[src/sv/wsd_pkg.sv]
package wsd_pkg;

    // opcode classes shown on the result channel
    localparam logic [2:0] OPC_CONT     = 3'd0;
    localparam logic [2:0] OPC_TEXT     = 3'd1;
    localparam logic [2:0] OPC_BINARY   = 3'd2;
    localparam logic [2:0] OPC_CLOSE    = 3'd3;
    localparam logic [2:0] OPC_PING     = 3'd4;
    localparam logic [2:0] OPC_PONG     = 3'd5;
    localparam logic [2:0] OPC_RESERVED = 3'd6;

    // raw opcodes of the first header byte
    localparam logic [3:0] RAW_CONT   = 4'h0;
    localparam logic [3:0] RAW_TEXT   = 4'h1;
    localparam logic [3:0] RAW_BINARY = 4'h2;
    localparam logic [3:0] RAW_CLOSE  = 4'h8;
    localparam logic [3:0] RAW_PING   = 4'h9;
    localparam logic [3:0] RAW_PONG   = 4'hA;

    // 7-bit length codes that select an extended length
    localparam logic [6:0] LEN_EXT16 = 7'd126;
    localparam logic [6:0] LEN_EXT64 = 7'd127;

    // extended length byte counts, minus one
    localparam logic [2:0] EXT16_LAST = 3'd1;
    localparam logic [2:0] EXT64_LAST = 3'd7;
    localparam logic [1:0] KEY_LAST   = 2'd3;

    localparam int unsigned LEN_W = 64;

    typedef enum logic [4:0] {
        PH_HDR0    = 5'b00001,
        PH_HDR1    = 5'b00010,
        PH_EXT     = 5'b00100,
        PH_KEY     = 5'b01000,
        PH_PAYLOAD = 5'b10000
    } wsd_phase_t;

    // one result item
    typedef struct packed {
        logic             is_payload;
        logic [7:0]       data_out;
        logic             frame_done;
        logic             fin_flag;
        logic [2:0]       opcode_class;
        logic             masked;
        logic [LEN_W-1:0] payload_length;
    } wsd_item_t;

    function automatic logic [2:0] classify_opcode(input logic [3:0] op);
        logic [2:0] cls;
        unique case (op)
            RAW_CONT:   cls = OPC_CONT;
            RAW_TEXT:   cls = OPC_TEXT;
            RAW_BINARY: cls = OPC_BINARY;
            RAW_CLOSE:  cls = OPC_CLOSE;
            RAW_PING:   cls = OPC_PING;
            RAW_PONG:   cls = OPC_PONG;
            default:    cls = OPC_RESERVED;
        endcase
        return cls;
    endfunction

endpackage

[src/sv/websocket_frame_deframer_unit.sv]
// path: an s_ byte passes the input register, then the parser logic into the result
//   register, before it shows on m_
// throughput: one byte per cycle while m_ is not stalled, limited by the parser state update
// reset: aresetn low at a clock edge empties both registers and returns the parser
//   to the first header byte with all frame fields cleared
module websocket_frame_deframer_unit (
    input  logic        aclk,
    input  logic        aresetn,
    // input stream
    input  logic        s_tvalid,
    output logic        s_tready,
    input  logic [7:0]  s_tdata,   // [7:0] in_byte
    input  logic        s_tuser,   // [0] restart
    // result stream
    output logic        m_tvalid,
    input  logic        m_tready,
    output logic [79:0] m_tdata,   // [7:0] data_out, [8] fin_flag, [11:9] opcode_class,
                                   // [12] masked, [76:13] payload_length, [79:77] zero
    output logic        m_tuser,   // [0] is_payload
    output logic        m_tlast    // frame_done
);
    import wsd_pkg::*;

    // input register
    logic       in_valid_reg, in_valid_next;
    logic [7:0] in_byte_reg;
    logic       in_restart_reg;

    logic       out_free;   // result register can take a new item this cycle
    logic       step;       // the buffered byte moves through the parser
    logic       s_accept;

    wsd_item_t  parsed;
    wsd_item_t  result;

    assign out_free = !m_tvalid || m_tready;
    assign step     = in_valid_reg && out_free;
    assign s_tready = !in_valid_reg || out_free;
    assign s_accept = s_tvalid && s_tready;

    always_comb begin
        in_valid_next = in_valid_reg;
        if (s_accept) begin
            in_valid_next = 1'b1;
        end else if (step) begin
            in_valid_next = 1'b0;
        end
    end

    always_ff @(posedge aclk) begin
        if (!aresetn) begin
            in_valid_reg <= 1'b0;
        end else begin
            in_valid_reg <= in_valid_next;
        end
    end

    // payload holds while stalled
    always_ff @(posedge aclk) begin
        if (s_accept) begin
            in_byte_reg    <= s_tdata;
            in_restart_reg <= s_tuser;
        end
    end

    // header decode, length gathering, key capture and unmasking
    wsd_parser u_parser (
        .aclk    (aclk),
        .aresetn (aresetn),
        .step_en (step),
        .in_byte (in_byte_reg),
        .restart (in_restart_reg),
        .result  (parsed)
    );

    // result register, holds an item until m_tready takes it
    wsd_out_stage u_out (
        .aclk     (aclk),
        .aresetn  (aresetn),
        .load     (step),
        .item_in  (parsed),
        .m_tready (m_tready),
        .m_tvalid (m_tvalid),
        .item_out (result)
    );

    assign m_tdata = {3'b000, result.payload_length, result.masked, result.opcode_class,
                      result.fin_flag, result.data_out};
    assign m_tuser = result.is_payload;
    assign m_tlast = result.frame_done;

endmodule

[src/sv/wsd_parser.sv]
module wsd_parser (
    input  logic              aclk,
    input  logic              aresetn,
    input  logic              step_en,
    input  logic [7:0]        in_byte,
    input  logic              restart,
    output wsd_pkg::wsd_item_t result
);
    import wsd_pkg::*;

    wsd_phase_t       phase_reg, phase_next;
    logic             fin_reg, fin_next;
    logic [2:0]       opcode_reg, opcode_next;
    logic             mask_reg, mask_next;
    logic [LEN_W-1:0] full_length_reg, full_length_next;
    logic [LEN_W-1:0] count_reg, count_next;
    logic [2:0]       step_cnt_reg, step_cnt_next;
    logic [3:0][7:0]  key_reg, key_next;

    always_comb begin
        logic       len_known;
        logic       len_mask;
        logic       len_zero;
        logic [7:0] key_byte;

        phase_next       = phase_reg;
        fin_next         = fin_reg;
        opcode_next      = opcode_reg;
        mask_next        = mask_reg;
        full_length_next = full_length_reg;
        count_next       = count_reg;
        step_cnt_next    = step_cnt_reg;
        key_next         = key_reg;
        len_known        = 1'b0;
        len_mask         = 1'b0;
        len_zero         = 1'b0;
        key_byte         = 8'd0;
        result           = '0;

        if (restart) begin
            phase_next = PH_HDR0;
        end else begin
            unique case (phase_reg)
                PH_HDR1: begin
                    mask_next  = in_byte[7];
                    count_next = '0;
                    if (in_byte[6:0] == LEN_EXT16) begin
                        full_length_next = '0;
                        step_cnt_next    = EXT16_LAST;
                        phase_next       = PH_EXT;
                    end else if (in_byte[6:0] == LEN_EXT64) begin
                        full_length_next = '0;
                        step_cnt_next    = EXT64_LAST;
                        phase_next       = PH_EXT;
                    end else begin
                        full_length_next = {{(LEN_W-7){1'b0}}, in_byte[6:0]};
                        len_known        = 1'b1;
                        len_mask         = in_byte[7];
                        len_zero         = (in_byte[6:0] == 7'd0);
                    end
                end
                PH_EXT: begin
                    // big-endian: shift in one byte a cycle while step_en is high
                    full_length_next = {full_length_reg[LEN_W-9:0], in_byte};
                    if (step_cnt_reg == 3'd0) begin
                        len_known = 1'b1;
                        len_mask  = mask_reg;
                        len_zero  = (full_length_next == '0);
                    end else begin
                        step_cnt_next = step_cnt_reg - 3'd1;
                    end
                end
                PH_KEY: begin
                    key_next[step_cnt_reg[1:0]] = in_byte;
                    if (step_cnt_reg[1:0] == KEY_LAST) begin
                        if (full_length_reg == '0) begin
                            // zero-length masked frame ends on its last key byte
                            result.frame_done = 1'b1;
                            phase_next        = PH_HDR0;
                        end else begin
                            phase_next = PH_PAYLOAD;
                        end
                    end else begin
                        step_cnt_next = step_cnt_reg + 3'd1;
                    end
                end
                PH_PAYLOAD: begin
                    key_byte          = mask_reg ? key_reg[count_reg[1:0]] : 8'd0;
                    result.is_payload = 1'b1;
                    result.data_out   = in_byte ^ key_byte;
                    count_next        = count_reg + {{(LEN_W-1){1'b0}}, 1'b1};
                    if (count_next == full_length_reg) begin
                        result.frame_done = 1'b1;
                        phase_next        = PH_HDR0;
                    end
                end
                default: begin
                    // first header byte
                    fin_next         = in_byte[7];
                    opcode_next      = classify_opcode(in_byte[3:0]);
                    mask_next        = 1'b0;
                    full_length_next = '0;
                    count_next       = '0;
                    phase_next       = PH_HDR1;
                end
            endcase

            if (len_known) begin
                step_cnt_next = 3'd0;
                if (len_mask) begin
                    phase_next = PH_KEY;
                end else if (len_zero) begin
                    result.frame_done = 1'b1;
                    phase_next        = PH_HDR0;
                end else begin
                    phase_next = PH_PAYLOAD;
                end
            end
        end

        result.fin_flag       = fin_next;
        result.opcode_class   = opcode_next;
        result.masked         = mask_next;
        result.payload_length = full_length_next;
    end

    always_ff @(posedge aclk) begin
        if (!aresetn) begin
            phase_reg       <= PH_HDR0;
            fin_reg         <= 1'b0;
            opcode_reg      <= 3'd0;
            mask_reg        <= 1'b0;
            full_length_reg <= '0;
            count_reg       <= '0;
            step_cnt_reg    <= 3'd0;
            key_reg         <= '0;
        end else if (step_en) begin
            phase_reg       <= phase_next;
            fin_reg         <= fin_next;
            opcode_reg      <= opcode_next;
            mask_reg        <= mask_next;
            full_length_reg <= full_length_next;
            count_reg       <= count_next;
            step_cnt_reg    <= step_cnt_next;
            key_reg         <= key_next;
        end
    end

endmodule

[src/sv/wsd_out_stage.sv]
module wsd_out_stage (
    input  logic               aclk,
    input  logic               aresetn,
    input  logic               load,
    input  wsd_pkg::wsd_item_t item_in,
    input  logic               m_tready,
    output logic               m_tvalid,
    output wsd_pkg::wsd_item_t item_out
);
    import wsd_pkg::*;

    logic      valid_reg, valid_next;
    wsd_item_t item_reg;

    always_comb begin
        valid_next = valid_reg;
        if (load) begin
            valid_next = 1'b1;
        end else if (m_tready) begin
            valid_next = 1'b0;
        end
    end

    always_ff @(posedge aclk) begin
        if (!aresetn) begin
            valid_reg <= 1'b0;
        end else begin
            valid_reg <= valid_next;
        end
    end

    always_ff @(posedge aclk) begin
        if (load) begin
            item_reg <= item_in;
        end
    end

    assign m_tvalid = valid_reg;
    assign item_out = item_reg;

endmodule

[config.mk]
export PLATFORM = sky130hd
export DESIGN_NAME = websocket_frame_deframer_unit
export DESIGN_NICKNAME = d
export VERILOG_FILES = /design/src/sv/wsd_pkg.sv /design/src/sv/websocket_frame_deframer_unit.sv /design/src/sv/wsd_parser.sv /design/src/sv/wsd_out_stage.sv
export SDC_FILE = /design/constraint.sdc
export NUM_CORES = 1
export LEC_CHECK = 0
export BUFFER_PORTS_ARGS = -buffer_cell sky130_fd_sc_hd__clkbuf_2
export CORE_MARGIN = 2
export CORE_UTILIZATION = 30
export CTS_BUF_LIST = sky130_fd_sc_hd__clkbuf_4 sky130_fd_sc_hd__clkbuf_8
export DETAILED_ROUTE_END_ITERATION = 10
export GPL_TIMING_DRIVEN = 0
export HOLD_SLACK_MARGIN = 0.03
export PLACE_DENSITY_LB_ADDON = 0.05
export SLEW_MARGIN = 25
export SYNTH_ARGS = -nofsm -noshare
export SYNTH_HDL_FRONTEND = slang
export SYNTH_SLANG_ARGS = --single-unit
[constraint.sdc]
create_clock -name aclk -period 5.55 [get_ports aclk]
set_input_delay 1.3875 -clock aclk [delete_from_list [all_inputs] [get_ports aclk]]
set_output_delay 1.3875 -clock aclk [all_outputs]
set_load 0.02 [all_outputs]
==> flow_summary_export.csv, run 1 <==
group,metric,value,unit
power,power.leakage,5.68,nW
yosys,synth_top_area_share,24.5,%
clock_network,cts_setup_buffers,0,
drt,via_count,12900,
hold_path,hp-class,"reg2reg",
die,initial_core_util,30.5,%
hold_path,worstHoldPathCells,2,
yosys,async_reset_ff_share,0,%
die,die_h,222,um
sta,fmax,0.206,GHz
die,rows,79,
critical_path,path_buf_inv,2,
critical_path,crit_chain,"buf_2 > nand3_1 > nor2_1 > nand4_1 > clkbuf_1 > nor4_1 > xnor2_1 > o211ai_1 > nor4_1 > nand4_1 > or2_1 > a31oi_1",
yosys,synth_edf_count,88,
sta,post-route-period-util,87.4,%
grt,grt_busiest_layer,"met1",
layout,final_cells,2352,
yosys,yosys_warnings,0,
power,clkPwrFrac,47.1,%
critical_path,crit_arrival,5.29,ns
critical_path,max_stage_delay,0.84,ns
yosys,seq_area_frac_synth,43.1,%
grt,antenna_found_initial,1,
clock_network,clockBufferDepth,3,
die,coreArea,46800,um2
drt,dr.pass1.iters,6,
critical_path,worstSetupPathType,"reg2reg",
critical_path,worst_ep_required_time,5.99,ns
grt,groute.usage.overall,23.5,%
placed_design,place_worst_setup_slack,0.521,ns
clock_network,ctsHoldBuffers,0,
placed_design,hpwl,43.7,mm
layout,finalNetCount,1724,
yosys,syn_area_per_cell,9.14,um2
drt,viasPerCell,5.47,
clock_network,htree_levels,2,
yosys,yosys.cell_types.count,83,
sta,fin_crit,4.85,ns
clock_network,cts_buffers,48,
grt,gr-usage-met3,4.33,%
sta,fin_skew,0.0195,ns
layout,fill_cells,4907,
power,power.density,255,nW/um2
power,power.total,0.00422,W
sta,max-slew-margin-rel,25.6,%
yosys,synthesis.area,14300,um2
power,swShare,24.7,%
drt,route.detailed.drc,0,
clock_network,clk_pin_slew_worst_paths,0.07,ns
die,dieArea,49300,um2
sta,drv_slew,0,
layout,layout-drive-gt1-share,14.7,%
sta,setup_viol,0,
critical_path,critical_path.max_fanout,10,
clock_network,cts_resized,0,
critical_path,end_kind,"flip-flop",
yosys,synth_flop_cell,"dfxtp_1",
die,ios,97,
power,comb_power_share,4.8,%
critical_path,r2r_slack,0.70,ns
drt,routed_wl,58.8,mm
hold_path,whs_endpoint,"u_parser.opcode_reg[0]",
grt,grt_use_met2,33.6,%
critical_path,critPathTopFamily,"simple AND/OR/NAND/NOR gates",
critical_path,rr_startpoint,"u_parser.count_reg[4]",
critical_path,crit_path_start,"u_parser.count_reg[4]",
placed_design,io_buffer_count,93,
power,ir_drop,0.000161,V
critical_path,ff2ff_path_depth,12,
layout,areaGrowthSynthToFinish,16.1,%
status,run_status,"finished, final reports clean",
layout,largest_register_ffs,79,
sta,tightest_slew,1.11,ns
layout,stdcell_area,16600,um2
yosys,ys_ff_latch,263,
critical_path,r2r_end,"u_out.item_out[69]",
yosys,netlist_instances,1562,
power,switchingPower,0.00104,W
clock_network,cts_tree,"built",
drt,drtAntennaViolNets,0,
sta,worst_slack,0.701,ns
drt,wl_per_cell,25.0,um
critical_path,slowest_stage,"nor2_1",
sta,rsz0062_at_grt,"no",
clock_network,root_buffer,"clkbuf_8",
grt,first_global_vias,12300,
placed_design,gp_congestion,0.910,
sta,finalHoldViolCount,0,
grt,overflow,0,
hold_path,min-delay-start,"u_parser.opcode_reg[0]",
drt,drt-initial-drc-count,946,
placed_design,postPlaceCellArea,15600,um2
grt,grt_max_degree,51,
grt,use_met1,35.4,%
yosys,yosysTopAreaCell,"dfxtp_1",
run,max_cap_viol_count,0,
clock_network,clock_latency,0.64,ns
clock_network,clkSinkCount,263,
power,internal_power,0.00318,W
yosys,synthTopCellsByArea,"dfxtp_1 (25%), edfxtp_1 (19%), nor2b_1 (5.0%)",
die,die_width,222,um
critical_path,crit_path_start_kind,"flip-flop",
power,seqPwrFrac,48.1,%
placed_design,dp_cells,2266,
grt,grt_pass1_wl,85.6,mm
[worst reg2reg max path, cell delays in order, from the launching register on]
cell      delay (ns)
dfxtp_1         0.41
buf_2           0.28
nand3_1         0.34
nor2_1          0.84
nand4_1         0.28
clkbuf_1        0.38
nor4_1          0.69
xnor2_1         0.19
o211ai_1        0.10
nor4_1          0.28
nand4_1         0.32
or2_1           0.31
a31oi_1         0.24
[power by group through the flow]
| stage | registers (W) | clock network (W) | logic, W |
|---|---|---|---|
| after floorplan | 0.00211 | 0 | 0.0000845 |
| after global placement | 0.00208 | 0 | 0.000201 |
| after detailed placement | 0.00207 | 0 | 0.000203 |
| after CTS | 0.00203 | 0.00205 | 0.000204 |
| after global routing | 0.00203 | 0.00213 | 0.000215 |
| final | 0.00203 | 0.00199 | 0.000202 |
[routing by layer]
layer  wire [um]  up-vias  share of wire, %
met5          13        -             0.022
met4        1590        2               2.7
met3        3540       88               6.0
met2       24200      410                41
met1       29400     6334                50
li1            -     6026                 -
[through the flow]
stage          TNS [ns]  util, %  hold WS (ns)
4_1_cts               0     35.4         0.467
3_5_place_dp          0     33.3         0.459
6_report              0     35.4         0.466
5_1_grt               0     35.4         0.492
3_3_place_gp     -62.04     33.2         0.452
2_1_floorplan         0        -         0.438
[final cells by class]
| class | count | area, um2 | share of cell area, % |
|---|---|---|---|
| Clock inverter | 12 | 119 | 0.717 |
| Buffer | 136 | 644 | 3.89 |
| Timing Repair Buffer | 95 | 500 | 3.02 |
| Inverter | 14 | 52.6 | 0.317 |
| Tap cell | 607 | 759 | 4.58 |
| Antenna cell | 1 | 2.50 | 0.0151 |
| Multi-Input combinational cell | 1151 | 7470 | 45.1 |
| Sequential cell | 263 | 6150 | 37.1 |
| Clock buffer | 73 | 880 | 5.31 |
[kinds of logic after synthesis]
logic type                 share of synthesized area (%)
xor gates and xnor gates                            6.01
DFF                                                 43.1
and+or+nand+nor                                     24.1
AOI/OAI and AO/OA                                   18.6
buffers and inverters                               4.86
adders and majority gates                          0.228
muxes                                               3.20
other                                             0.0263
[cells in the mapped netlist (19+ instances only)]
library cell / n
a22o_1: 59
a21oi_1: 50
a22oi_1: 73
nand4_1: 46
nor3_1: 52
o21a_1: 19
nand3_1: 41
nor4_1: 38
o21ai_0: 69
xnor2_1: 60
nor2_1: 99
nand2_1: 130
dfxtp_1: 175
and2_1: 29
nor2b_1: 114
clkbuf_1: 94
a21boi_0: 41
edfxtp_1: 88
xor2_1: 38
mux2i_1: 22
[how the worst max path moves through the flow]
stage / to / slack, ns / cells past startpoint
2_1_floorplan: u_parser.full_length_reg[3] / 0.81 / 6
3_3_place_gp: u_parser.full_length_reg[4] / -1.06 / 7
3_5_place_dp: u_parser.count_reg[60] / 0.52 / 12
4_1_cts: u_out.item_out[69] / 0.81 / 11
5_1_grt: u_out.item_out[69] / 0.53 / 12
6_report: u_out.item_out[69] / 0.70 / 12
[cells in the final DEF, fill, tap and decap left out, drive strengths merged, types with 12 or more instances in the layout]
cell,instances
clkbuf,268
dfxtp,175
nand2,130
nor2b,114
nor2,99
edfxtp,88
a22oi,73
o21ai,70
xnor2,60
a22o,59
nor3,54
a21oi,50
nand4,47
nand3,42
nor4,42
a21boi,41
xor2,38
buf,35
and2,30
mux2i,22
o21a,19
inv,16
and4,15
o31ai,14
or3,12
Note: power is estimated with default switching activity, not from simulation.
==> inputs of run 2 (changes only) <==
- CELL_PAD_IN_SITES_DETAIL_PLACEMENT: not set -> 0
- CELL_PAD_IN_SITES_GLOBAL_PLACEMENT: not set -> 1
==> run 2 against run 1 <==
- sequential share of layout area decreased by 0.064 points
- global-route usage barely moved
- sequential cell count did not move
- final area grew 0.17%
- via count down 0.29%
- largest cell class unchanged
- largest power group unchanged
==> flow_summary_export.csv, run 2 (synthesis gave the netlist of run 1 again) <==
group,metric,value,unit
status,run_status,"finished, final reports clean",
power,seqPwrFrac,48.1,%
power,switchingPower,0.00105,W
die,die_width,222,um
critical_path,worstSetupPathType,"reg2reg",
hold_path,whs_endpoint,"u_parser.opcode_reg[0]",
sta,worst_slack,0.523,ns
layout,final_cells,2357,
critical_path,slowest_stage,"nor2_1",
die,rows,79,
run,max_cap_viol_count,0,
grt,grt_pass1_wl,85.2,mm
clock_network,clock_latency,0.66,ns
critical_path,max_stage_delay,0.95,ns
power,power.leakage,5.70,nW
placed_design,place_worst_setup_slack,0.421,ns
sta,rsz0062_at_grt,"no",
clock_network,ctsHoldBuffers,0,
power,power.density,255,nW/um2
critical_path,critical_path.max_fanout,10,
layout,largest_register_ffs,79,
hold_path,min-delay-start,"u_parser.opcode_reg[0]",
sta,fmax,0.199,GHz
layout,fill_cells,4893,
sta,finalHoldViolCount,0,
clock_network,clkSinkCount,263,
placed_design,dp_cells,2266,
grt,grt_max_degree,50,
critical_path,r2r_slack,0.52,ns
critical_path,end_kind,"flip-flop",
hold_path,hp-class,"reg2reg",
clock_network,root_buffer,"clkbuf_8",
sta,max-slew-margin-rel,26.5,%
grt,groute.usage.overall,23.4,%
clock_network,clk_pin_slew_worst_paths,0.06,ns
critical_path,crit_chain,"buf_2 > nand4_1 > nor2_1 > nand4_1 > clkbuf_1 > nor3_1 > xor2_1 > o21ai_0 > and4b_1 > nand4_1 > or2_1 > a31oi_1",
power,swShare,24.9,%
sta,setup_viol,0,
drt,viasPerCell,5.44,
grt,antenna_found_initial,1,
die,ios,97,
layout,layout-drive-gt1-share,14.8,%
sta,drv_slew,0,
layout,areaGrowthSynthToFinish,16.3,%
drt,wl_per_cell,24.7,um
drt,route.detailed.drc,0,
grt,overflow,0,
sta,tightest_slew,1.10,ns
placed_design,io_buffer_count,93,
drt,dr.pass1.iters,6,
die,die_h,222,um
die,coreArea,46800,um2
layout,finalNetCount,1726,
power,internal_power,0.00317,W
layout,antenna_cells,0,
layout,mostFrequentLayoutCells,"dfxtp_1 (175), nand2_1 (130), nor2b_1 (114)",
clock_network,clockBufferDepth,3,
critical_path,ff2ff_path_depth,12,
sta,post-route-period-util,90.6,%
critical_path,crit_path_start_kind,"flip-flop",
drt,routed_wl,58.3,mm
drt,drtAntennaViolNets,0,
power,clkPwrFrac,47.1,%
drt,drt-initial-drc-count,934,
grt,first_global_vias,12400,
clock_network,cts_resized,0,
layout,final_common_cell,"dfxtp_1",
critical_path,rr_startpoint,"u_parser.count_reg[0]",
placed_design,hpwl,43.0,mm
clock_network,cts_tree,"built",
sta,finalSetupTns,0,ns
power,comb_power_share,4.8,%
die,initial_core_util,30.5,%
clock_network,cts_buffers,50,
power,ir_drop,0.000146,V
placed_design,gp_congestion,0.895,
critical_path,crit_arrival,5.42,ns
sta,fin_skew,0.0454,ns
hold_path,worstHoldPathCells,2,
die,dieArea,49300,um2
drt,via_count,12800,
critical_path,r2r_end,"u_out.item_out[69]",
critical_path,cp_common_cell,"nand4_1",
sta,fin_crit,5.03,ns
critical_path,worst_ep_required_time,5.94,ns
clock_network,cts_setup_buffers,0,
clock_network,htree_levels,2,
==> run 2: how the worst max path moves through the flow <==
| stage | startpoint | endpoint | cells after the start | slack (ns) |
|---|---|---|---|---|
| global route | u_parser.count_reg[1] | u_out.item_out[69] | 11 | 0.34 |
| detailed placement | m_tready | u_parser.count_reg[60] | 12 | 0.42 |
| finish | u_parser.count_reg[0] | u_out.item_out[69] | 12 | 0.52 |
| floorplan | m_tready | u_parser.full_length_reg[3] | 6 | 0.81 |
| CTS | u_parser.count_reg[0] | u_out.item_out[69] | 12 | 0.51 |
| global placement | m_tready | u_parser.full_length_reg[4] | 7 | -1.02 |
==> run 2: critical path, delay by kind of cell, from the launching register on <==
family | cells | cell delay [ns]
and+or+nand+nor | 7 | 2.96
buffers and inverters | 2 | 0.60
AOI/OAI and AO/OA | 2 | 0.77
xor gates and xnor gates | 1 | 0.12
DFF | 1 | 0.33
==> run 2: stage by stage <==
step	area (um2)	power, W	hold WS, ns	utilization [%]
after floorplan	14300	0.00219	0.438	-
after global placement	15500	0.00228	0.447	33.2
after detailed placement	15600	0.00228	0.456	33.3
after CTS	16600	0.00429	0.465	35.5
after global routing	16600	0.00438	0.487	35.5
final	16600	0.00423	0.466	35.5
==> run 2: power groups by stage <==
stage | Combinational [W] | Clock (W) | Sequential (W)
detailed placement | 0.000204 | 0 | 0.00207
CTS | 0.000205 | 0.00205 | 0.00203
global route | 0.000216 | 0.00213 | 0.00203
floorplan | 0.0000845 | 0 | 0.00211
global placement | 0.000202 | 0 | 0.00208
finish | 0.000202 | 0.00199 | 0.00203
==> run 2: cell type report <==
| cell class | count | area [um2] | area share [%] |
|---|---|---|---|
| Buffer | 136 | 646 | 3.89 |
| Clock buffer | 74 | 912 | 5.49 |
| Clock inverter | 17 | 106 | 0.641 |
| Inverter | 14 | 52.6 | 0.317 |
| Multi-Input combinational cell | 1151 | 7470 | 45.0 |
| Sequential cell | 263 | 6150 | 37.0 |
| Tap cell | 607 | 759 | 4.57 |
| Timing Repair Buffer | 95 | 504 | 3.04 |
==> run 2: per-layer routing <==
metal / track usage [%] / routed length, um
met1: 34.6 / 28600
met5: 0 / 0
met2: 33.5 / 23800
met4: 8.81 / 2070
met3: 4.37 / 3810
